[src/rtl/assert_macros.svh]
// Assertion macros for the RTL of the stroke line rasteriser.
`ifndef ASSERT_MACROS_SVH
`define ASSERT_MACROS_SVH

// Same-cycle implication, sampled on the rising clock edge, off during reset.
`define SLR_ASSERT_IMPL(label, ante, cons, msg) \
   label: assert property (@(posedge clock) disable iff (reset) (ante) |-> (cons)) \
      else $error(msg);

// Next-cycle implication, sampled on the rising clock edge, off during reset.
`define SLR_ASSERT_NEXT(label, ante, cons, msg) \
   label: assert property (@(posedge clock) disable iff (reset) (ante) |=> (cons)) \
      else $error(msg);

`endif

[src/rtl/slr_pkg.sv]
// ---------------------------------------------------------------------------
// slr_pkg
// Shared constants, codes and controller/datapath structures of the stroke
// line rasteriser.
// ---------------------------------------------------------------------------
package slr_pkg;

   localparam int MAX_SIDE   = 32;
   localparam int MAX_STEPS  = 64;
   localparam int STEP_W     = 7;

   localparam int REQ_DATA_W = 16;
   localparam int RSP_DATA_W = 40;
   localparam int CSR_IDX_W  = 3;
   localparam int CSR_DATA_W = 16;

   // Screen coordinate, delta, walk accumulator and increment widths.
   localparam int CW = 23;
   localparam int DW = 24;
   localparam int AW = 25;
   localparam int IW = 10;

   // Shared divider.
   localparam int DIV_NW = 30;
   localparam int DIV_DW = 22;
   localparam int DIV_CW = 5;

   localparam logic [DIV_CW-1:0] ITER_SCREEN = 5'd17;
   localparam logic [DIV_CW-1:0] ITER_TINC   = 5'd9;
   localparam logic [DIV_CW-1:0] ITER_SLOPE  = 5'd30;

   localparam logic [CSR_IDX_W-1:0] CSR_POINT_COUNT  = 3'd0;
   localparam logic [CSR_IDX_W-1:0] CSR_X_RANGE      = 3'd1;
   localparam logic [CSR_IDX_W-1:0] CSR_Y_RANGE      = 3'd2;
   localparam logic [CSR_IDX_W-1:0] CSR_IMAGE_WIDTH  = 3'd3;
   localparam logic [CSR_IDX_W-1:0] CSR_IMAGE_HEIGHT = 3'd4;

   // Divider operations, in the order the controller runs them.
   localparam logic [2:0] OP_SX    = 3'd0;
   localparam logic [2:0] OP_SY    = 3'd1;
   localparam logic [2:0] OP_EX    = 3'd2;
   localparam logic [2:0] OP_EY    = 3'd3;
   localparam logic [2:0] OP_TINC  = 3'd4;
   localparam logic [2:0] OP_SLOPE = 3'd5;

   typedef struct packed {
      logic       store_point;
      logic       latch_point;
      logic       skip_point;
      logic       div_start;
      logic [2:0] div_op;
      logic       post;
      logic       delta;
      logic       colour;
      logic       walk_init;
      logic       walk_en;
      logic       flush;
      logic       finish;
   } cmd_type;

   typedef struct packed {
      logic start_stroke;
      logic drawable;
      logic div_done;
      logic walk_last;
      logic flush_ok;
   } status_type;

endpackage

[src/rtl/slr_div.sv]
// ---------------------------------------------------------------------------
// slr_div
// Shared restoring divider, one quotient bit per cycle, variable length.
// ---------------------------------------------------------------------------
module slr_div (
   input  logic                        clock,
   input  logic                        reset,
   input  logic                        start,
   input  logic [slr_pkg::DIV_NW-1:0]  dividend,
   input  logic [slr_pkg::DIV_DW-1:0]  divisor,
   input  logic [slr_pkg::DIV_CW-1:0]  iters,
   output logic                        busy,
   output logic                        done,
   output logic [slr_pkg::DIV_NW-1:0]  quotient
);
   import slr_pkg::*;

   logic              busy_ff, busy_in;
   logic              done_ff, done_in;
   logic [DIV_CW-1:0] cnt_ff, cnt_in;
   logic [DIV_DW-1:0] rem_ff, rem_in;
   logic [DIV_NW-1:0] quo_ff, quo_in;
   logic [DIV_DW+1:0] trial;

   // The dividend is left aligned so that exactly iters steps consume it.
   always_comb begin
      busy_in = busy_ff;
      done_in = 1'b0;
      cnt_in  = cnt_ff;
      rem_in  = rem_ff;
      quo_in  = quo_ff;
      trial   = (DIV_DW+2)'({rem_ff, quo_ff[DIV_NW-1]}) - (DIV_DW+2)'(divisor);
      if (start) begin
         busy_in = 1'b1;
         cnt_in  = iters;
         rem_in  = '0;
         quo_in  = dividend << (DIV_CW'(DIV_NW) - iters);
      end else if (busy_ff) begin
         if (!trial[DIV_DW+1]) begin
            rem_in = trial[DIV_DW-1:0];
            quo_in = {quo_ff[DIV_NW-2:0], 1'b1};
         end else begin
            rem_in = {rem_ff[DIV_DW-2:0], quo_ff[DIV_NW-1]};
            quo_in = {quo_ff[DIV_NW-2:0], 1'b0};
         end
         cnt_in = cnt_ff - 1'b1;
         if (cnt_ff == DIV_CW'(1)) begin
            busy_in = 1'b0;
            done_in = 1'b1;
         end
      end
   end

   always_ff @(posedge clock) begin
      if (reset) begin
         busy_ff <= 1'b0;
         done_ff <= 1'b0;
         cnt_ff  <= '0;
      end else begin
         busy_ff <= busy_in;
         done_ff <= done_in;
         cnt_ff  <= cnt_in;
      end
   end

   always_ff @(posedge clock) begin
      rem_ff <= rem_in;
      quo_ff <= quo_in;
   end

   assign busy     = busy_ff;
   assign done     = done_ff;
   assign quotient = quo_ff;

endmodule

[src/rtl/slr_ctrl.sv]
// ---------------------------------------------------------------------------
// slr_ctrl
// Sequencer: runs the divisions, colour and line walk of one segment.
// ---------------------------------------------------------------------------
module slr_ctrl (
   input  logic                 clock,
   input  logic                 reset,
   input  logic                 req_tvalid,
   output logic                 req_tready,
   input  slr_pkg::status_type  status,
   output slr_pkg::cmd_type     cmd
);
   import slr_pkg::*;

   localparam logic [3:0] S_IDLE   = 4'd0;
   localparam logic [3:0] S_DLOAD  = 4'd1;
   localparam logic [3:0] S_DWAIT  = 4'd2;
   localparam logic [3:0] S_POST   = 4'd3;
   localparam logic [3:0] S_DELTA  = 4'd4;
   localparam logic [3:0] S_COLOUR = 4'd5;
   localparam logic [3:0] S_WINIT  = 4'd6;
   localparam logic [3:0] S_WALK   = 4'd7;
   localparam logic [3:0] S_FLUSH  = 4'd8;

   logic [3:0] state_ff, state_in;
   logic [2:0] op_ff, op_in;

   always_comb begin
      state_in   = state_ff;
      op_in      = op_ff;
      cmd        = '0;
      cmd.div_op = op_ff;
      req_tready = (state_ff == S_IDLE);
      unique case (state_ff)
         S_IDLE: begin
            if (req_tvalid) begin
               if (status.start_stroke) begin
                  cmd.store_point = 1'b1;
               end else if (status.drawable) begin
                  cmd.latch_point = 1'b1;
                  op_in           = OP_SX;
                  state_in        = S_DLOAD;
               end else begin
                  cmd.skip_point = 1'b1;
               end
            end
         end
         S_DLOAD: begin
            cmd.div_start = 1'b1;
            state_in      = S_DWAIT;
         end
         S_DWAIT: begin
            if (status.div_done) state_in = S_POST;
         end
         S_POST: begin
            cmd.post = 1'b1;
            unique case (op_ff)
               OP_SX:    begin op_in = OP_SY; state_in = S_DLOAD; end
               OP_SY:    begin op_in = OP_EX; state_in = S_DLOAD; end
               OP_EX:    begin op_in = OP_EY; state_in = S_DLOAD; end
               OP_EY:    state_in = S_DELTA;
               OP_TINC:  state_in = S_COLOUR;
               OP_SLOPE: state_in = S_WINIT;
               default:  state_in = S_IDLE;
            endcase
         end
         S_DELTA: begin
            cmd.delta = 1'b1;
            op_in     = OP_TINC;
            state_in  = S_DLOAD;
         end
         S_COLOUR: begin
            cmd.colour = 1'b1;
            op_in      = OP_SLOPE;
            state_in   = S_DLOAD;
         end
         S_WINIT: begin
            cmd.walk_init = 1'b1;
            state_in      = S_WALK;
         end
         S_WALK: begin
            cmd.walk_en = 1'b1;
            if (status.walk_last) state_in = S_FLUSH;
         end
         S_FLUSH: begin
            if (status.flush_ok) begin
               cmd.flush  = 1'b1;
               cmd.finish = 1'b1;
               state_in   = S_IDLE;
            end
         end
         default: state_in = S_IDLE;
      endcase
   end

   always_ff @(posedge clock) begin
      if (reset) begin
         state_ff <= S_IDLE;
         op_ff    <= OP_SX;
      end else begin
         state_ff <= state_in;
         op_ff    <= op_in;
      end
   end

endmodule

[src/rtl/slr_dp.sv]
// ---------------------------------------------------------------------------
// slr_dp
// Datapath: configuration, stroke state, screen mapping, colour, line walk
// and the result register.
// ---------------------------------------------------------------------------
`include "assert_macros.svh"

module slr_dp (
   input  logic                            clock,
   input  logic                            reset,
   input  logic [slr_pkg::REQ_DATA_W-1:0]  req_tdata,
   input  logic                            req_tuser,
   input  logic                            csr_we,
   input  logic [slr_pkg::CSR_IDX_W-1:0]   csr_index,
   input  logic [slr_pkg::CSR_DATA_W-1:0]  csr_wdata,
   input  slr_pkg::cmd_type                cmd,
   output slr_pkg::status_type             status,
   output logic                            rsp_tvalid,
   input  logic                            rsp_tready,
   output logic [slr_pkg::RSP_DATA_W-1:0]  rsp_tdata,
   output logic                            rsp_tlast
);
   import slr_pkg::*;

   // Returns {in_bounds, coordinate} for a Q8 position rounded half up,
   // truncating toward zero as the mapping does.
   function automatic logic [5:0] pix_eval(input logic [AW-1:0] acc,
                                           input logic [5:0] side);
      logic [AW-1:0] s;
      logic          inb;
      logic [4:0]    pos;
      begin
         s = acc + AW'(128);
         if (!s[AW-1]) begin
            inb = s[AW-1:8] < (AW-8)'(side);
            pos = s[12:8];
         end else begin
            inb = (&s[AW-1:8]) && (s[7:0] != 8'd0) && (side != 6'd0);
            pos = 5'd0;
         end
         pix_eval = {inb, pos};
      end
   endfunction

   // Configuration registers.
   logic [8:0]  count_ff, count_in;
   logic [15:0] xr_ff, xr_in, yr_ff, yr_in;
   logic [5:0]  w_ff, w_in, h_ff, h_in;

   // Stroke state.
   logic signed [7:0] prev_x_ff, prev_x_in, prev_y_ff, prev_y_in;
   logic signed [7:0] cur_x_ff, cur_x_in, cur_y_ff, cur_y_in;
   logic [7:0]        seg_ff, seg_in;
   logic              have_ff, have_in;

   // Segment set-up.
   logic signed [CW-1:0] sx_ff, sx_in, sy_ff, sy_in, ex_ff, ex_in, ey_ff, ey_in;
   logic signed [DW-1:0] dx_ff, dx_in, dy_ff, dy_in;
   logic [7:0]           t_ff, t_in;
   logic [7:0]           r_ff, r_in, g_ff, g_in, b_ff, b_in;
   logic signed [IW-1:0] minc_ff, minc_in, incx_ff, incx_in, incy_ff, incy_in;

   // Walk and output.
   logic [AW-1:0]         accx_ff, accx_in, accy_ff, accy_in;
   logic [STEP_W-1:0]     left_ff, left_in;
   logic                  pend_v_ff, pend_v_in;
   logic [4:0]            pend_x_ff, pend_x_in, pend_y_ff, pend_y_in;
   logic                  rsp_v_ff, rsp_v_in;
   logic                  rsp_last_ff, rsp_last_in;
   logic [RSP_DATA_W-1:0] rsp_data_ff, rsp_data_in;

   // Divider interface.
   logic [DIV_NW-1:0] div_dividend, div_quo;
   logic [DIV_DW-1:0] div_divisor;
   logic [DIV_CW-1:0] div_iters;
   logic              div_busy, div_done;

   logic signed [8:0]  src_v;
   logic               src_neg;
   logic [7:0]         src_mag;
   logic               x_op;
   logic [5:0]         w_side, h_side, side;
   logic [12:0]        half;
   logic [15:0]        rng;
   logic [29:0]        scr_prod;
   logic [CW-1:0]      scr_c;
   logic [16:0]        t_prod;
   logic [DW-1:0]      dx_mag, dy_mag;
   logic               major_x;
   logic [21:0]        maj_mag, min_mag;
   logic               min_neg;
   logic signed [DW-1:0] dmaj;
   logic [AW-1:0]      dmaj_r, dmaj_abs;
   logic [16:0]        len_mag;
   logic signed [IW-1:0] maj_inc, q_signed;
   logic [7:0]         lt;
   logic [8:0]         inv;
   logic [16:0]        col_a, col_b;
   logic [5:0]         cand_x, cand_y;
   logic               cand_inb, out_free, advance, out_load, out_last;
   logic [4:0]         out_x, out_y;

   assign w_side   = (w_ff > 6'(MAX_SIDE)) ? 6'(MAX_SIDE) : w_ff;
   assign h_side   = (h_ff > 6'(MAX_SIDE)) ? 6'(MAX_SIDE) : h_ff;

   // Source of the screen mapping; y is negated before mapping.
   always_comb begin
      unique case (cmd.div_op)
         OP_SX:   src_v = {prev_x_ff[7], prev_x_ff};
         OP_SY:   src_v = -$signed({prev_y_ff[7], prev_y_ff});
         OP_EX:   src_v = {cur_x_ff[7], cur_x_ff};
         default: src_v = -$signed({cur_y_ff[7], cur_y_ff});
      endcase
   end

   assign src_neg = src_v[8];
   assign src_mag = src_neg ? 8'(-src_v) : src_v[7:0];
   assign x_op    = (cmd.div_op == OP_SX) || (cmd.div_op == OP_EX);
   assign side    = x_op ? w_side : h_side;
   assign half    = {side, 7'd0};
   assign rng     = x_op ? xr_ff : yr_ff;

   assign dx_mag  = dx_ff[DW-1] ? DW'(-dx_ff) : dx_ff;
   assign dy_mag  = dy_ff[DW-1] ? DW'(-dy_ff) : dy_ff;
   assign major_x = dx_mag > dy_mag;
   assign maj_mag = major_x ? dx_mag[21:0] : dy_mag[21:0];
   assign min_mag = major_x ? dy_mag[21:0] : dx_mag[21:0];
   assign min_neg = major_x ? dy_ff[DW-1] : dx_ff[DW-1];
   assign dmaj    = major_x ? dx_ff : dy_ff;

   // Divider operands: the mapping divides |v|*512 by the range, the colour
   // step is 256/count, the slope is |minor|*256/|major|.
   always_comb begin
      if (cmd.div_op == OP_TINC) begin
         div_dividend = DIV_NW'(256);
         div_divisor  = (count_ff == 9'd0) ? DIV_DW'(1) : DIV_DW'(count_ff);
         div_iters    = ITER_TINC;
      end else if (cmd.div_op == OP_SLOPE) begin
         div_dividend = {min_mag, 8'd0};
         div_divisor  = (maj_mag == 22'd0) ? DIV_DW'(1) : maj_mag;
         div_iters    = ITER_SLOPE;
      end else begin
         div_dividend = DIV_NW'({src_mag, 9'd0});
         div_divisor  = (rng == 16'd0) ? DIV_DW'(1) : DIV_DW'(rng);
         div_iters    = ITER_SCREEN;
      end
   end

   slr_div u_div (
      .clock    (clock),
      .reset    (reset),
      .start    (cmd.div_start),
      .dividend (div_dividend),
      .divisor  (div_divisor),
      .iters    (div_iters),
      .busy     (div_busy),
      .done     (div_done),
      .quotient (div_quo)
   );

   assign scr_prod = 30'(div_quo[16:0]) * 30'(half);
   assign scr_c    = src_neg ? CW'(half) - CW'(scr_prod[29:8])
                             : CW'(half) + CW'(scr_prod[29:8]);
   assign t_prod   = 17'(seg_ff) * 17'(div_quo[8:0]);
   assign q_signed = min_neg ? -$signed(IW'(div_quo[8:0])) : $signed(IW'(div_quo[8:0]));

   assign dmaj_r   = {dmaj[DW-1], dmaj} + AW'(128);
   assign dmaj_abs = dmaj_r[AW-1] ? AW'(-dmaj_r) : dmaj_r;
   assign len_mag  = dmaj_abs[AW-1:8];
   assign maj_inc  = (!dmaj[DW-1] && dmaj != '0) ? IW'(256) : -$signed(IW'(256));

   // Gradient: t stays below 256 on drawn segments, so lt = 2t mod 256.
   assign lt    = {t_ff[6:0], 1'b0};
   assign inv   = 9'd256 - 9'(lt);
   assign col_a = ({inv, 8'd0} - 17'(inv) + 17'd128) >> 8;
   assign col_b = ({1'b0, lt, 8'd0} - 17'(lt) + 17'd128) >> 8;

   assign cand_x   = pix_eval(accx_ff, w_side);
   assign cand_y   = pix_eval(accy_ff, h_side);
   assign cand_inb = cand_x[5] && cand_y[5];
   assign out_free = !rsp_v_ff || rsp_tready;
   assign advance  = cmd.walk_en && (!cand_inb || !pend_v_ff || out_free);

   always_comb begin
      count_in    = count_ff;
      xr_in       = xr_ff;
      yr_in       = yr_ff;
      w_in        = w_ff;
      h_in        = h_ff;
      prev_x_in   = prev_x_ff;
      prev_y_in   = prev_y_ff;
      cur_x_in    = cur_x_ff;
      cur_y_in    = cur_y_ff;
      seg_in      = seg_ff;
      have_in     = have_ff;
      sx_in       = sx_ff;
      sy_in       = sy_ff;
      ex_in       = ex_ff;
      ey_in       = ey_ff;
      dx_in       = dx_ff;
      dy_in       = dy_ff;
      t_in        = t_ff;
      r_in        = r_ff;
      g_in        = g_ff;
      b_in        = b_ff;
      minc_in     = minc_ff;
      incx_in     = incx_ff;
      incy_in     = incy_ff;
      accx_in     = accx_ff;
      accy_in     = accy_ff;
      left_in     = left_ff;
      pend_v_in   = pend_v_ff;
      pend_x_in   = pend_x_ff;
      pend_y_in   = pend_y_ff;
      out_load    = 1'b0;
      out_last    = 1'b0;
      out_x       = pend_x_ff;
      out_y       = pend_y_ff;

      if (csr_we) begin
         unique case (csr_index)
            CSR_POINT_COUNT:  count_in = csr_wdata[8:0];
            CSR_X_RANGE:      xr_in    = csr_wdata;
            CSR_Y_RANGE:      yr_in    = csr_wdata;
            CSR_IMAGE_WIDTH:  w_in     = csr_wdata[5:0];
            CSR_IMAGE_HEIGHT: h_in     = csr_wdata[5:0];
            default: ;
         endcase
      end

      if (cmd.store_point) begin
         prev_x_in = req_tdata[7:0];
         prev_y_in = req_tdata[15:8];
         seg_in    = 8'd0;
         have_in   = 1'b1;
      end
      if (cmd.skip_point) begin
         prev_x_in = req_tdata[7:0];
         prev_y_in = req_tdata[15:8];
         if (seg_ff != 8'hFF) seg_in = seg_ff + 8'd1;
      end
      if (cmd.latch_point) begin
         cur_x_in = req_tdata[7:0];
         cur_y_in = req_tdata[15:8];
      end
      if (cmd.finish) begin
         prev_x_in = cur_x_ff;
         prev_y_in = cur_y_ff;
         if (seg_ff != 8'hFF) seg_in = seg_ff + 8'd1;
      end

      if (cmd.post) begin
         unique case (cmd.div_op)
            OP_SX:    sx_in   = scr_c;
            OP_SY:    sy_in   = scr_c;
            OP_EX:    ex_in   = scr_c;
            OP_EY:    ey_in   = scr_c;
            OP_TINC:  t_in    = t_prod[7:0];
            OP_SLOPE: minc_in = q_signed;
            default: ;
         endcase
      end

      if (cmd.delta) begin
         dx_in = DW'(ex_ff) - DW'(sx_ff);
         dy_in = DW'(ey_ff) - DW'(sy_ff);
      end

      if (cmd.colour) begin
         if (!t_ff[7]) begin
            r_in = {~col_a[7], col_a[6:0]};
            g_in = {~col_b[7], col_b[6:0]};
            b_in = 8'h80;
         end else begin
            r_in = 8'h80;
            g_in = {~col_a[7], col_a[6:0]};
            b_in = {~col_b[7], col_b[6:0]};
         end
      end

      if (cmd.walk_init) begin
         accx_in   = AW'(sx_ff);
         accy_in   = AW'(sy_ff);
         incx_in   = major_x ? maj_inc : minc_ff;
         incy_in   = major_x ? minc_ff : maj_inc;
         left_in   = (len_mag >= 17'(MAX_STEPS - 1)) ? STEP_W'(MAX_STEPS)
                                                     : STEP_W'(len_mag) + 1'b1;
         pend_v_in = 1'b0;
      end

      // A pixel waits in the pending slot until the next in-bounds pixel or
      // the end of the segment shows whether it is the last one.
      if (advance) begin
         accx_in = accx_ff + AW'(incx_ff);
         accy_in = accy_ff + AW'(incy_ff);
         left_in = left_ff - 1'b1;
         if (cand_inb) begin
            if (pend_v_ff) out_load = 1'b1;
            pend_v_in = 1'b1;
            pend_x_in = cand_x[4:0];
            pend_y_in = cand_y[4:0];
         end
      end

      if (cmd.flush) begin
         if (pend_v_ff) begin
            out_load = 1'b1;
            out_last = 1'b1;
         end
         pend_v_in = 1'b0;
      end
   end

   always_comb begin
      rsp_v_in    = out_load ? 1'b1 : (rsp_tready ? 1'b0 : rsp_v_ff);
      rsp_last_in = rsp_last_ff;
      rsp_data_in = rsp_data_ff;
      if (out_load) begin
         rsp_last_in = out_last;
         rsp_data_in = {6'd0, b_ff, g_ff, r_ff, out_y, out_x};
      end
   end

   always_ff @(posedge clock) begin
      if (reset) begin
         count_ff  <= 9'd0;
         xr_ff     <= 16'd256;
         yr_ff     <= 16'd256;
         w_ff      <= 6'd32;
         h_ff      <= 6'd32;
         prev_x_ff <= '0;
         prev_y_ff <= '0;
         seg_ff    <= '0;
         have_ff   <= 1'b0;
         left_ff   <= '0;
         pend_v_ff <= 1'b0;
         rsp_v_ff  <= 1'b0;
      end else begin
         count_ff  <= count_in;
         xr_ff     <= xr_in;
         yr_ff     <= yr_in;
         w_ff      <= w_in;
         h_ff      <= h_in;
         prev_x_ff <= prev_x_in;
         prev_y_ff <= prev_y_in;
         seg_ff    <= seg_in;
         have_ff   <= have_in;
         left_ff   <= left_in;
         pend_v_ff <= pend_v_in;
         rsp_v_ff  <= rsp_v_in;
      end
   end

   always_ff @(posedge clock) begin
      cur_x_ff    <= cur_x_in;
      cur_y_ff    <= cur_y_in;
      sx_ff       <= sx_in;
      sy_ff       <= sy_in;
      ex_ff       <= ex_in;
      ey_ff       <= ey_in;
      dx_ff       <= dx_in;
      dy_ff       <= dy_in;
      t_ff        <= t_in;
      r_ff        <= r_in;
      g_ff        <= g_in;
      b_ff        <= b_in;
      minc_ff     <= minc_in;
      incx_ff     <= incx_in;
      incy_ff     <= incy_in;
      accx_ff     <= accx_in;
      accy_ff     <= accy_in;
      pend_x_ff   <= pend_x_in;
      pend_y_ff   <= pend_y_in;
      rsp_last_ff <= rsp_last_in;
      rsp_data_ff <= rsp_data_in;
   end

   assign status.start_stroke = req_tuser || !have_ff;
   assign status.drawable     = (9'(seg_ff) + 9'd1) < count_ff;
   assign status.div_done     = div_done;
   assign status.walk_last    = advance && (left_ff == STEP_W'(1));
   assign status.flush_ok     = !pend_v_ff || out_free;

   assign rsp_tvalid = rsp_v_ff;
   assign rsp_tdata  = rsp_data_ff;
   assign rsp_tlast  = rsp_last_ff;

   `SLR_ASSERT_IMPL(a_div_idle, cmd.div_start, !div_busy, "divider started while busy")
   `SLR_ASSERT_IMPL(a_walk_left, cmd.walk_en, left_ff != '0, "walk with no steps left")
   `SLR_ASSERT_IMPL(a_out_free, out_load, out_free, "result overwritten before taken")
   `SLR_ASSERT_NEXT(a_flush_empty, cmd.flush, !pend_v_ff, "pending pixel kept after flush")

endmodule

[src/rtl/stroke_line_rasterizer.sv]
// ---------------------------------------------------------------------------
// stroke_line_rasterizer
// Turns stroke points into coloured pixels along straight segments.
// ---------------------------------------------------------------------------
// Usage: each request transaction carries one stroke point (req_tdata holds
// point_x then point_y, req_tuser is first_point). A first point, or any point
// while no point is stored, only stores it. Each later point draws a segment
// from the stored point when the segment index is below point_count - 1, and
// returns its in-bounds pixels as response transactions, rsp_tlast marking
// the last pixel of the segment. A segment that lands wholly off screen gives
// no transaction at all.
// Sequence: a point that draws nothing is taken in the idle state. A drawn
// segment runs six divisions (four screen mappings, colour step, slope, each
// with load and post-processing) through one shared bit-serial divider, with
// set-up steps among them, then one DDA step per cycle while the output does
// not stall, for up to 64 steps. req_tready is high only between segments.
// Stalls: results leave through an output register behind a one-pixel pending
// slot; a stalled receiver holds the walk once both are full and a further
// in-bounds pixel is found. Reset clears the stroke state and loads the
// register defaults; configuration writes belong between segments.
// ---------------------------------------------------------------------------
module stroke_line_rasterizer (
   input  logic                            clock,
   input  logic                            reset,
   // Request: tdata [7:0] point_x, [15:8] point_y; tuser [0] first_point.
   input  logic                            req_tvalid,
   output logic                            req_tready,
   input  logic [slr_pkg::REQ_DATA_W-1:0]  req_tdata,
   input  logic                            req_tuser,
   // Response: tdata [4:0] pixel_x, [9:5] pixel_y, [17:10] red_value,
   // [25:18] green_value, [33:26] blue_value, [39:34] zero.
   output logic                            rsp_tvalid,
   input  logic                            rsp_tready,
   output logic [slr_pkg::RSP_DATA_W-1:0]  rsp_tdata,
   output logic                            rsp_tlast,
   // Configuration write port.
   input  logic                            csr_we,
   input  logic [slr_pkg::CSR_IDX_W-1:0]   csr_index,
   input  logic [slr_pkg::CSR_DATA_W-1:0]  csr_wdata
);
   import slr_pkg::*;

   cmd_type    cmd;
   status_type status;

   // The controller sequences each segment; the datapath holds the configuration, stroke and walk state.
   slr_ctrl u_ctrl (
      .clock      (clock),
      .reset      (reset),
      .req_tvalid (req_tvalid),
      .req_tready (req_tready),
      .status     (status),
      .cmd        (cmd)
   );

   slr_dp u_dp (
      .clock      (clock),
      .reset      (reset),
      .req_tdata  (req_tdata),
      .req_tuser  (req_tuser),
      .csr_we     (csr_we),
      .csr_index  (csr_index),
      .csr_wdata  (csr_wdata),
      .cmd        (cmd),
      .status     (status),
      .rsp_tvalid (rsp_tvalid),
      .rsp_tready (rsp_tready),
      .rsp_tdata  (rsp_tdata),
      .rsp_tlast  (rsp_tlast)
   );

endmodule
[config.mk]
export PLATFORM = sky130hd
export DESIGN_NAME = stroke_line_rasterizer
export DESIGN_NICKNAME = d
export VERILOG_FILES = /design/src/rtl/slr_pkg.sv /design/src/rtl/slr_div.sv /design/src/rtl/slr_ctrl.sv /design/src/rtl/slr_dp.sv /design/src/rtl/stroke_line_rasterizer.sv
export VERILOG_INCLUDE_DIRS = /design/src /design/src/rtl
export SDC_FILE = /design/constraint.sdc
export NUM_CORES = 1
export LEC_CHECK = 0
export BUFFER_PORTS_ARGS = -buffer_cell sky130_fd_sc_hd__buf_2
export CELL_PAD_IN_SITES_DETAIL_PLACEMENT = 2
export CELL_PAD_IN_SITES_GLOBAL_PLACEMENT = 2
export CORE_MARGIN = 5
export CORE_UTILIZATION = 41
export DETAILED_ROUTE_END_ITERATION = 6
export PLACE_DENSITY = 0.79
export SYNTH_ARGS = -nofsm -noshare
export SYNTH_HDL_FRONTEND = slang
export SYNTH_SLANG_ARGS = --single-unit
[constraint.sdc]
create_clock -name clock -period 12.5 [get_ports clock]
set_input_delay 2.5 -clock clock [delete_from_list [all_inputs] [get_ports clock]]
set_output_delay 2.5 -clock clock [all_outputs]
set_load 0.005 [all_outputs]
==> metrics.md <==
| Metric | Value |
|---|---|
| # setup viols final | 0 |
| DR vias | 29.0k |
| WS Path Type | reg2reg |
| Distinct cells, synth | 93 |
| Drt drc | 0 |
| Synth area leader | edfxtp_1 |
| Pwr dens | 112 nW/um^2 |
| Clk_lat worst skew | 640 ps |
| Register area share after synthesis | 37.9% |
| Number of post-CTS setup repair buffers | 0 |
| Number of global-route vias before repair | between 30k and 40k |
| Initial core utilization | 41.2% |
| Area delta synth->final | 9.99% |
| Root Buffer | clkbuf_16 |
| Cts hold-fix bufs | 0 |
| CP max FO | 57 |
| DRT iter0 DRCs | around 1.6k |
| DR WL/cell | 25.8 um |
| Post-synth EDFFs | 343 |
| Multi-input gate area | 19400 um^2 |
| Setup crit end kind | flop |
| Final wirelength | around 130000 um |
| Total GRT Usage | around 28% |
| Slowest cell on crit path | nor4_1 |
| # nets final | a little over 4k |
| Synth Instances | 3755 |
| GP Congestion | 0.867 |
| Die width | 297 um |
| Dpl cell area | 35100 um^2 |
| Pin count of the biggest net entering global routing | 83 |
| Post-DP HPWL | 94800 um |
| Setup TNS | 0 ps |
| CTS Sinks | between 400 and 500 |
| Max-cap violations | 0 |
| # IOs | 84 |
| Syn Area/Cell | 8.97 um^2 |
| CTS clk-pin slew, worst paths | around 60 ps |
| Final Hold Fails | 0 |
| Core area | 81700 um^2 |
| Commonest cells in the netlist | 544 x nand2_1, 343 x edfxtp_1, 288 x nor2_1 |
| Least-Margin Pin Slew | 1330 ps |
| Unrepaired setup endpoints after global routing | false |
| Final ANT Viol Nets | 0 |
| Fin crit period | 11350 ps |
| Class of the tightest hold or removal check | reg2reg |
| Top-count cell post-synth | nand2_1 |
| Rel. slew slack | 10.4% |
| First-pass GRT wire length | 190000 um |
| Worst-case clock skew | 33.9 ps |
| CTS tree | built |
| Largest cells by area after synthesis | edfxtp_1 31%, ha_1 8.7%, dfxtp_1 7.3% |
| Grt ovf | 0 |
| Drt pass-1 iters | 5 |
| #FFs+latches synth | 466 |
| Die area | about 90000 um^2 |
| Share of layout cells above drive strength 1 | 7.08% |
| Area share of the largest cell type after synthesis | 30.6% |
| Crit path arrival time | 11810 ps |
| Via density per instance | 5.93 |
| Cell Rows | 105 |
| Worst vdd ir | 0.0000968 V |
| Port bufs | 77 |
| Required time of the critical path | 12960 ps |
| Number of synthesis warnings | 0 |
| LEAKAGE | 0.0146 uW |
| Die height | 297 um |
| H-tree depth | 2 |
| Layout fillers | 8896 |
| Post-cts sizing count | 0 |
| Worst path max stage delay | 880 ps |
| Final instance area | 37000 um^2 |
| FMAX | 88.1 MHz |
| Deepest clock path buffer count | 3 |
| Fin crit share | 90.8% |
| TritonCTS Buffers | 55 |
| Mapped Area | 33700 um^2 |
| Outcome | finished, final reports clean |
| Asr flop ratio synth | 0% |
| Synth Flop Type | edfxtp_1 |
| Max-slew violations | 0 |
| Critical Path Source Type | flop |
| Register area | 12800 um^2 |
| Initial antenna violation count | 10 |
| Most Frequent Cell on Critical Path | o21ai_0 |
-- worst max-delay path: cells and delay by family (launching register included) --
kind	cells	cell delay, ps
xor gates and xnor gates	1	270
buffers and inverters	3	1150
AOI/OAI and AO/OA	19	4730
adders and majority gates	2	530
and+or+nand+nor	10	3720
muxes	1	260
DFF	1	450
-- stage by stage --
stage	worst slack, ps	hold slack, ps	util [%]	std cells	total power, uW
CTS	1360	420	45.3	4882	4170
floorplan	2900	400	-	3760	2240
global placement	1940	401	43.0	4778	2410
finish	1160	419	45.3	4886	4140
detailed placement	1480	407	43.0	4778	2440
global route	385	417	45.3	4882	4320
-- logic make-up (layout without fill, tap and decap cells) --
| family | count (synthesis) | in the layout | synth area share [%] |
|---|---|---|---|
| flops | 466 | 466 | 37.9 |
| buf+inv | 430 | 482 | 4.90 |
| mux | 73 | 73 | 2.26 |
| simple gates | 1381 | 1381 | 19.3 |
| fa+ha+maj | 312 | 312 | 13.4 |
| xor+xnor | 284 | 284 | 7.39 |
| compound gates | 808 | 808 | 14.9 |
| other cells | 1 | 10 | 0.0111 |
-- state kept, by name (all words and copies together) (netlist names), 22 cells and up --
| register | flops |
|---|---|
| u_dp.ex_ff | 23 |
| u_dp.u_div.rem_ff | 22 |
| u_dp.ey_ff | 23 |
| u_dp.accy_ff | 25 |
| u_dp.sx_ff | 23 |
| u_dp.u_div.quotient | 30 |
| u_dp.dx_ff | 24 |
| u_dp.accx_ff | 25 |
| u_dp.sy_ff | 23 |
| u_dp.rsp_tdata | 34 |
| u_dp.dy_ff | 24 |
-- layout make-up --
cell class,instances,area share [%]
flip-flops and latches,466,34.5
clock buffers,65,3.87
multi-input cells,2864,52.3
repair buffers,117,1.86
well taps,1070,3.61
inverters,261,2.64
diodes,4,0.0270
clock inverters,39,1.26
-- layout by cell type, fill, tap and decap left out, types with 28 or more instances in the layout --
master	instances
nand3_1	106
dfxtp_1	123
mux2i_1	57
nor3_1	81
a21o_1	37
nand2b_1	34
a31oi_1	28
nor4_1	38
edfxtp_1	343
buf_2	76
nor2b_1	50
o21ai_0	215
o31ai_1	33
nand2_1	542
a211oi_1	38
xnor2_1	172
and3_1	44
and2_1	69
fa_1	79
nor2_1	287
clkbuf_16	55
a21oi_1	250
ha_1	233
buf_4	41
xor2_1	112
inv_1	257
-- layer usage --
layer	vias to the layer above	global-route usage (%)	wire length (um)
met4	4	8.98	4360
met2	653	48.6	61500
met5	-	0	31
met3	201	4.96	7100
met1	14800	35.4	53300
li1	13300	-	-
-- power breakdown --
part / total (uW) / internal (uW) / switching [uW]
clock: 1720 / 1010 / 715
combinational: 664 / 259 / 405
sequential: 1760 / 1700 / 52.0
total: 4140 / 2970 / 1170
-- path summary, 6_finish.rpt --
check	startpoint	end	slack (ps)	cells after the start
worst max-delay path	u_dp.dy_ff[2]$_DFFE_PP_	u_dp.u_div.rem_ff[17]$_SDFFE_PP0P_	1160	36
worst min-delay path	u_dp.r_ff[6]$_SDFFCE_PP0N_	u_dp.rsp_tdata[16]$_DFFE_PP_	420	0
worst max register to register	u_dp.dy_ff[2]$_DFFE_PP_	u_dp.u_div.rem_ff[17]$_SDFFE_PP0P_	1160	36
worst min register to register	u_dp.r_ff[6]$_SDFFCE_PP0N_	u_dp.rsp_tdata[16]$_DFFE_PP_	420	0
(Power assumes the default switching activity.)
